File: src/rtl/quote_change_rate_window_defines.svh
// ----------------------------------------------------------------------------
// quote change rate window assertion macros
// concurrent assertion wrappers, empty under synthesis
// ----------------------------------------------------------------------------
`ifndef QUOTE_CHANGE_RATE_WINDOW_DEFINES_SVH
`define QUOTE_CHANGE_RATE_WINDOW_DEFINES_SVH

`ifndef SYNTHESIS

`define QCRW_ASSERT(label, clk, rst, prop, msg) \
   label: assert property (@(posedge clk) disable iff (rst) prop) else $error(msg);

`define QCRW_ASSERT_NEVER(label, clk, rst, expr, msg) \
   label: assert property (@(posedge clk) disable iff (rst) !(expr)) else $error(msg);

`else

`define QCRW_ASSERT(label, clk, rst, prop, msg)

`define QCRW_ASSERT_NEVER(label, clk, rst, expr, msg)

`endif

`endif

File: src/rtl/qcrw_pkg.sv
// ----------------------------------------------------------------------------
// quote change rate window package
// widths, depths and controller to datapath types
// ----------------------------------------------------------------------------
package qcrw_pkg;

   localparam int HIST_DEPTH  = 2048;
   localparam int HIST_ADDR_W = $clog2(HIST_DEPTH);
   localparam int CNT_W       = HIST_ADDR_W + 1;
   localparam int PRICE_W     = 32;
   localparam int SUM_W       = PRICE_W + 1;
   localparam int WINDOW_W    = 12;
   localparam int RATE_W      = 17;
   localparam int DIV_STEPS   = RATE_W;
   localparam int DIV_CNT_W   = $clog2(DIV_STEPS);

   localparam logic [WINDOW_W-1:0] WINDOW_RESET = WINDOW_W'(50);

   typedef struct packed {
      logic take;
      logic read;
      logic commit;
      logic div_step;
      logic load_out;
   } cmd_type;

   typedef struct packed {
      logic div_last;
   } status_type;

endpackage

File: src/rtl/qcrw_ctrl.sv
// ----------------------------------------------------------------------------
// quote change rate window controller
// sequences lookup, history write, division and result hand-off
// ----------------------------------------------------------------------------
`include "quote_change_rate_window_defines.svh"

module qcrw_ctrl (
   input  logic                  clock,
   input  logic                  reset,
   input  logic                  req_valid,
   input  logic                  req_book_present,
   output logic                  req_ready,
   output logic                  rsp_valid,
   input  logic                  rsp_ready,
   output qcrw_pkg::cmd_type     cmd,
   input  qcrw_pkg::status_type  status
);

   typedef enum logic [2:0] {
      ST_IDLE,
      ST_READ,
      ST_WRITE,
      ST_DIVIDE,
      ST_DONE
   } state_type;

   state_type state_ff;
   state_type state_in;
   logic      rsp_valid_ff;
   logic      rsp_valid_in;
   logic      out_free;

   assign out_free  = !rsp_valid_ff || rsp_ready;
   assign req_ready = (state_ff == ST_IDLE);
   assign rsp_valid = rsp_valid_ff;

   always_comb begin
      state_in     = state_ff;
      rsp_valid_in = rsp_valid_ff && !rsp_ready;
      cmd          = '0;
      unique case (state_ff)
         ST_IDLE: begin
            if (req_valid && req_book_present) begin
               cmd.take = 1'b1;
               state_in = ST_READ;
            end
         end
         ST_READ: begin
            cmd.read = 1'b1;
            state_in = ST_WRITE;
         end
         ST_WRITE: begin
            cmd.commit = 1'b1;
            state_in   = ST_DIVIDE;
         end
         ST_DIVIDE: begin
            cmd.div_step = 1'b1;
            if (status.div_last) begin
               state_in = ST_DONE;
            end
         end
         ST_DONE: begin
            if (out_free) begin
               cmd.load_out = 1'b1;
               rsp_valid_in = 1'b1;
               state_in     = ST_IDLE;
            end
         end
         default: begin
            state_in = ST_IDLE;
         end
      endcase
   end

   always_ff @(posedge clock) begin
      if (reset) begin
         state_ff     <= ST_IDLE;
         rsp_valid_ff <= 1'b0;
      end else begin
         state_ff     <= state_in;
         rsp_valid_ff <= rsp_valid_in;
      end
   end

   `QCRW_ASSERT(a_take_starts_read, clock, reset, (state_ff == ST_IDLE && req_valid && req_book_present) |=> (state_ff == ST_READ), "accepted update did not start a lookup")
   `QCRW_ASSERT(a_stalled_result_held, clock, reset, (state_ff == ST_DONE && rsp_valid_ff && !rsp_ready) |=> (state_ff == ST_DONE && rsp_valid_ff), "result overwritten while stalled")
   `QCRW_ASSERT(a_divide_runs_out, clock, reset, (state_ff == ST_DIVIDE && !status.div_last) |=> (state_ff == ST_DIVIDE), "division left early")

endmodule

File: config.mk
export PLATFORM = sky130hd
export DESIGN_NAME = qcrw_ctrl
export DESIGN_NICKNAME = d
export VERILOG_FILES = /design/src/rtl/qcrw_pkg.sv /design/src/rtl/qcrw_ctrl.sv
export VERILOG_INCLUDE_DIRS = /design/src /design/src/rtl
export SDC_FILE = /design/constraint.sdc
export NUM_CORES = 1
export LEC_CHECK = 0
export BUFFER_PORTS_ARGS = -buffer_cell sky130_fd_sc_hd__buf_4
export CAP_MARGIN = 20
export CORE_AREA = 2 2 39 41
export CTS_CLUSTER_DIAMETER = 30
export DETAILED_ROUTE_END_ITERATION = 8
export DIE_AREA = 0 0 41 43
export GPL_TIMING_DRIVEN = 1
export SYNTH_ARGS = -nofsm -noshare
export SYNTH_HDL_FRONTEND = slang
export SYNTH_SLANG_ARGS = --single-unit
export TNS_END_PERCENT = 30
File: constraint.sdc
create_clock -name clock -period 1.2 [get_ports clock]
set_input_delay 0.18 -clock clock [delete_from_list [all_inputs] [get_ports clock]]
set_output_delay 0.18 -clock clock [all_outputs]
set_load 0.01 [all_outputs]
# --- Yosys cells after proc, flatten, opt, wreduce, memory -nomap -nowiden ---
# Index checks and enable logic that the tools add are counted.
totals:
  reg_bits: 4
  output_inout_bits: 7
  wordCells: 29
classes:
  n_reduce_logical: 7
  muxes: 13
  eq_ne: 7
ops:
  columns: ["operator", "count"]
  rows:
  - ["$pmux W3 S5", 1]
  - ["$mux W1", 9]
  - ["$mux W3", 3]
  - ["$eq A3 B2 Y1 const B", 2]
  - ["$ne A2 B2 Y1 const B", 2]
  - ["$eq A3 B1 Y1 const B", 1]
  - ["$eq A3 B3 Y1 const B", 1]
  - ["$logic_not A3 Y1", 1]
  - ["$reduce_and A3 Y1", 1]
  - ["$logic_and A1 B1 Y1", 2]
  - ["$logic_not A1 Y1", 2]
  - ["$ne A2 B1 Y1 const B", 1]
  - ["$logic_or A1 B1 Y1", 1]

# --- Depth between registers and ports, before layout ---
# Gate-level depths: netlist (run 1).
logic_depth:
  depth_word: 4
  mapped_depth: 4

# --- Worst setup path after synthesis (run 1) ---
# OpenSTA, ideal clock, no wires.
synth_timing:
  path_type: "register to output"
  from: "register state_ff[0]"
  to: "output port cmd[4] in the netlist's numbering"
  path_stages_with_launch: 4
  t_required_ns: 1.020
  n_path_buf: 1
  path_slack_ns: 0.006
  arrival_time_ns: 1.014
  path_cell_list: "dfxtp_1 -> buf_4 -> nor3_1 -> and3_1"
synth_lines:
  columns: ["element", "line", "rtl"]
  rows:
  - ["start, declared", "qcrw_ctrl.sv:27", "state_type state_ff;"]
  - ["start signal, assigned", "qcrw_ctrl.sv:80", "state_ff <= state_in;"]
  - ["end, declared", "qcrw_ctrl.sv:15", "output qcrw_pkg::cmd_type cmd,"]

==> results by group, run 1 <==
Finish
  • Nets: 50
  • Non-Filler Instances: 58
  • Area growth, synth to finish: 79.4%
  • Finished Core Util: 29.2%
  • Share of layout cells above drive strength 1: 64.3%
  • Cell area after layout: 404 sq um
  • Antenna Diode Count: 0

Timing
  • Fin Clk Skew: 0.00145 ns
  • Slew Limit Fails: 0
  • Final setup fails: 4
  • Slew HR: 85.0%
  • Hold Vio Cnt, Final: 0
  • RSZ-0062 raised after global routing: yes
  • Hold WS: 0.147 ns
  • Final worst slack: -0.160 ns
  • Setup TNS Final: -0.359 ns
  • Worst-Margin Slew: 0.224 ns
  • Crit share post-route: 113%
  • Max frequency: 0.735 GHz
  • Minimum clock period: 1.36 ns

Die
  • Io pins: 13
  • Core area: 1380 sq um
  • Die Span Y: 43 um
  • Initial Util: 16.3%
  • FP Rows: 14
  • Die area: 1760 sq um
  • Die width: 41 um

Placed design
  • Post-DP Area: 343 sq um
  • Port bufs: 12
  • Placed cells: 53
  • Detailed placer's ending HPWL: 415 um
  • GP Congestion: 0.710
  • Pre-CTS WS: 0.0611 ns

CTS
  • Cts bufs inserted: 3
  • Clock-pin slew on the worst setup and hold paths: 0.04 ns
  • Clock Path Buffers: 2
  • Clk_lat worst skew: 0.23 ns
  • Root buf cell: clkbuf_4
  • CTS tree: done
  • H-Tree Depth: 1
  • CTS Sinks: 4

Critical path
  • Required time worst endpoint: 1.02 ns
  • Worst Setup Start Kind: register
  • Crit path DAT: 1.18 ns
  • Crit-path max FO: 3
  • CP Capture Type: output pin
  • WS Path Type: register to output pin

Power
  • Combinational group share of total power: 23.6%
  • Switching Power: 0.0991 mW
  • Sequential share of power: 36.0%
  • Max rail drop VDD: 0.318 mV
  • Power, Total: 0.410 mW
  • Clk pwr share: 40.5%
  • Switching share of power: 24.2%
  • P per Cell Area: 1010 nW/um^2
  • Power Internal: 0.311 mW
  • Lkg Pwr: 0.198 nW

Global route
  • Met3 Use GR: 6.28%
  • Initial antenna violation count: 0
  • Met1 Track Usage GR: 10.6%
  • GRT Total Usage: 9.33%
  • Busiest layer in global routing: met2
  • Total grt overflow: 0
  • First-pass GRT wire length: 1010 um
  • Met2 Use GR: 11.3%
  • Largest net degree at the start of global routing: 8
  • Number of global-route vias before repair: 245

Route
  • Routed vias/inst: 4.05
  • DRT iter0 DRCs: 4
  • DR WL/cell: 9.86 um
  • DR vias: 235
  • Routed wire length: 572 um
  • Remaining antenna violation count after routing: 0
  • First drt pass iteration count: 2
  • Remaining DRCs: 0

Yosys
  • Mapped Nets: 30
  • Flops & latches, synth: 4
  • Netlist cell types: 18
  • Register area share after synthesis: 35.6%
  • Cells after Synth: 24
  • Cell Area, Synth: 225 sq um
  • Post-synth EDFFs: 0
  • Count leader, synth: dfxtp_1
  • Mean post-synth cell area: 9.38 sq um
  • Ys flop type: dfxtp_1
  • Async SR Flop Fraction: 0%
  • Synth Warn #: 0
  • Most area-hungry cell type in the Yosys netlist: dfxtp_1
  • Area contributors post-synth: dfxtp_1 (36%), o32ai_2 (7.2%), buf_4 (6.7%)
  • Synth top cells by count: dfxtp_1 (4), and3_1 (2), buf_4 (2), nor3b_1 (2)
  • Top cell type's share of synthesized area: 35.6%

Run status
  • Failing checks: negative setup slack
  • Status: complete, but fails checks

Job
  • # Max-Cap Violations: 0

Worst hold path
  • Min-Delay Path Class: primary input to register
worst paths after layout:
path / startpoint / to / slack, ns / cells after the start
max: state_ff[0]$_SDFFE_PP0P_ / cmd[0] / -0.16 / 3
min: reset / rsp_valid$_SDFF_PP0_ / 0.15 / 2
max reg2reg: state_ff[0]$_SDFFE_PP0P_ / state_ff[2]$_SDFFE_PP0P_ / 0.08 / 3
min reg2reg: rsp_valid$_SDFF_PP0_ / rsp_valid$_SDFF_PP0_ / 0.54 / 2
registers in the layout (all words and copies together), names as in the netlist:
register,cells
rsp_valid,1
state_ff,3
power by group through the flow:
stage | clock network [mW] | registers (mW) | logic, mW
6_report | 0.166 | 0.147 | 0.0966
5_1_grt | 0.182 | 0.148 | 0.105
4_1_cts | 0.178 | 0.146 | 0.0864
3_5_place_dp | 0 | 0.147 | 0.0833
3_3_place_gp | 0 | 0.146 | 0.0834
2_1_floorplan | 0 | 0.147 | 0.0390
metal layers:
metal / part of all wire (%) / vias to the layer above
li1: - / 124
met2: 42 / 11
met4: 0 / 0
met5: 0 / -
met1: 46 / 100
met3: 12 / 0
repair_timing:
item,CTS,global route
resized for setup,4,2
setup endpoints to repair,6,6
pin swaps,3,1
endpoints found under the hold margin,0,0
hold buffers,0,0
buffers inserted,1,1
layout by cell type, fill, tap and decap left out, drive strengths merged:
cell	count
buf	17
dfxtp	4
clkbuf	3
nor3b	2
and3	2
nand3b	1
inv	1
nor3	1
or3b	1
nand2b	1
nor2b	1
or2b	1
o32ai	1
and3b	1
a211oi	1
o21a	1
nor2	1
nor4	1
a21oi	1
worst max-delay path: stages, from the launching register on:
cell     delay (ns)
dfxtp_2        0.32
or3b_4         0.39
nor2b_1        0.11
buf_4          0.12
logic make-up after synthesis:
kind of cell | synth area share [%]
AOI/OAI and AO/OA | 16.1
buffers and inverters | 8.33
DFF | 35.6
and+or+nand+nor | 40.0
area by class of cell:
type                       instances  area [sq um]
clock buffer                       3          22.5
fill                             153           980
inverter                           1          3.75
multi-input combinational         17           148
sequential                         4          82.6
tap                               16          20.0
timing repair buffer              17           128
No activity file was read; power rests on OpenSTA's default activity.
==> inputs of run 2 (changes only) <==
==> constraint.sdc (replaced) <==
create_clock -name clock -period 1.2 [get_ports clock]
set_input_delay 0.18 -clock clock [delete_from_list [all_inputs] [get_ports clock]]
set_output_delay 0.18 -clock clock [all_outputs]
set_load 0.02 [all_outputs]
==> run 2 against run 1 <==
Effect of this change:
- flip-flop and latch count unchanged
- highest routed layer is now met4
- the run still ends with negative setup slack left
- worst hold slack improved by 0.0075 ns
- first-iteration DRC count decreased by 100%
- cell count decreased by 1.7%
- non-clock buffer count decreased by 1
==> results by group, run 2 (synthesis gave the netlist of run 1 again) <==
Timing
  • Final setup fails: 5
  • Hold Vio Cnt, Final: 0
  • Slew Limit Fails: 0
  • Slew HR: 84.5%
  • Fin Clk Skew: 0.00106 ns
  • Crit share post-route: 113%
  • Final worst slack: -0.155 ns
  • Minimum clock period: 1.35 ns
  • RSZ-0062 raised after global routing: yes
  • Max frequency: 0.738 GHz
  • Setup TNS Final: -0.393 ns
  • Worst-Margin Slew: 0.230 ns

Global route
  • First-pass GRT wire length: 959 um
  • Total grt overflow: 0
  • GRT Total Usage: 8.84%
  • Largest net degree at the start of global routing: 9
  • Number of global-route vias before repair: 239
  • Initial antenna violation count: 0

Power
  • Max rail drop VDD: 0.411 mV
  • Sequential share of power: 34.4%
  • P per Cell Area: 1010 nW/um^2
  • Combinational group share of total power: 26.8%
  • Switching share of power: 25.5%
  • Switching Power: 0.107 mW
  • Lkg Pwr: 0.198 nW
  • Power Internal: 0.312 mW
  • Clk pwr share: 38.8%

Route
  • DR WL/cell: 10.2 um
  • First drt pass iteration count: 1
  • DR vias: 247
  • Wl on met1: 254 um
  • Top layer in use: met4
  • Remaining antenna violation count after routing: 0
  • DRT iter0 DRCs: 0
  • Routed wire length: 580 um
  • Remaining DRCs: 0
  • Met2 WL: 253 um
  • Routed vias/inst: 4.33
  • Met3 wire len: 44 um

Critical path
  • Cell count along the critical path: 3
  • Critical path's largest stage delay: 0.40 ns
  • Worst Setup Start Kind: register
  • Slowest-stage cell, CP: or3b_4
  • Crit. Startpoint: state_ff[0]$_SDFFE_PP0P_
  • CP Capture Type: output pin
  • Register-to-register setup slack: 0.09 ns
  • Crit path to: cmd[0]
  • Cell family with the largest share of critical-path delay: simple AND/OR/NAND/NOR gates
  • CP bufs+invs: 1
  • Crit path DAT: 1.17 ns
  • WS Path Type: register to output pin
  • Reg2reg start: state_ff[0]$_SDFFE_PP0P_
  • Crit-path max FO: 2
  • Reg2reg end: state_ff[2]$_SDFFE_PP0P_
  • Required time worst endpoint: 1.02 ns
  • Worst-path cell chain: or3b_4 > nor2b_2 > buf_6
  • Reg2reg path depth: 3

Die
  • Die Span Y: 43 um
  • Die area: 1760 sq um
  • Io pins: 13
  • Die width: 41 um
  • FP Rows: 14
  • Core area: 1380 sq um
  • Initial Util: 16.3%

Placed design
  • Port bufs: 12
  • Post-DP Area: 357 sq um
  • Pre-CTS WS: 0.0573 ns
  • GP Congestion: 0.664

CTS
  • Clock-pin slew on the worst setup and hold paths: 0.04 ns
  • CTS tree: done
  • Clock Path Buffers: 2
  • Root buf cell: clkbuf_4
  • CTS Sinks: 4
  • Cts bufs inserted: 3
  • Clk_lat worst skew: 0.23 ns
  • H-Tree Depth: 1

Finish
  • Nets: 49
  • Commonest cells after routing, fill and taps aside: buf_4 (12), buf_6 (4), clkbuf_4 (3)
  • Largest register FFs: 3
  • Area growth, synth to finish: 83.9%
  • Cell area after layout: 414 sq um
  • Antenna Diode Count: 0
  • Share of layout cells above drive strength 1: 65.9%
  • Leading cell type in the layout, fill and taps excluded: buf_4
  • Largest Register: state_ff

Run status
  • Failing checks: negative setup slack
  • Status: complete, but fails checks

Job
  • # Max-Cap Violations: 0

Worst hold path
  • Min-Delay Path Class: primary input to register
run 2: cell count changes in the layout (fill, tap and decap cells not counted):
| cell | previous run | this run |
|---|---|---|
| buf_6 | 0 | 4 |
| nor2b_1 | 1 | 0 |
| buf_4 | 17 | 12 |
| nor2b_2 | 0 | 1 |
run 2: routing by layer:
layer	vias up	GRT usage (%)
met4	0	12.0
met5	-	0
met3	2	3.14
met1	112	9.35
met2	12	10.9
li1	121	-
run 2: per-stage QoR:
| stage | instances | hold slack, ns | power, mW | util [%] |
|---|---|---|---|---|
| floorplan | 24 | 0.249 | 0.204 | - |
| global placement | 53 | 0.390 | 0.248 | 25.8 |
| detailed placement | 53 | 0.390 | 0.248 | 25.8 |
| CTS | 57 | 0.144 | 0.427 | 29.8 |
| global route | 57 | 0.158 | 0.442 | 29.9 |
| finish | 57 | 0.154 | 0.419 | 29.9 |
run 2: power by group through the flow:
stage	combinational [mW]	sequential (mW)	clock, mW
2_1_floorplan	0.0556	0.148	0
3_3_place_gp	0.104	0.145	0
3_5_place_dp	0.104	0.145	0
4_1_cts	0.112	0.143	0.172
5_1_grt	0.120	0.144	0.177
6_report	0.112	0.144	0.162
run 2: worst min-delay path by stage:
stage / slack (ns) / end / cells past startpoint / start
after floorplan: 0.25 / rsp_valid$_SDFF_PP0_ / 1 / reset
final: 0.15 / rsp_valid$_SDFF_PP0_ / 2 / reset
after global routing: 0.16 / rsp_valid$_SDFF_PP0_ / 2 / reset
after CTS: 0.14 / rsp_valid$_SDFF_PP0_ / 2 / reset
after global placement: 0.39 / rsp_valid$_SDFF_PP0_ / 2 / reset
after detailed placement: 0.39 / rsp_valid$_SDFF_PP0_ / 2 / reset
run 2: timing repair:
item,in CTS,in global routing
setup endpoints to repair,6,6
pin swaps,2,0
gates resized for setup,7,1
setup buffers,1,0
gates cloned,0,0
hold buffers,0,0
run 2: area by class of cell:
| type | instances | area (sq um) |
|---|---|---|
| Fill cell | 152 | 970 |
| Clock buffer | 3 | 22.5 |
| Multi-Input combinational cell | 17 | 150 |
| Timing Repair Buffer | 16 | 135 |
| Inverter | 1 | 3.75 |
| Tap cell | 16 | 20.0 |
| Sequential cell | 4 | 82.6 |
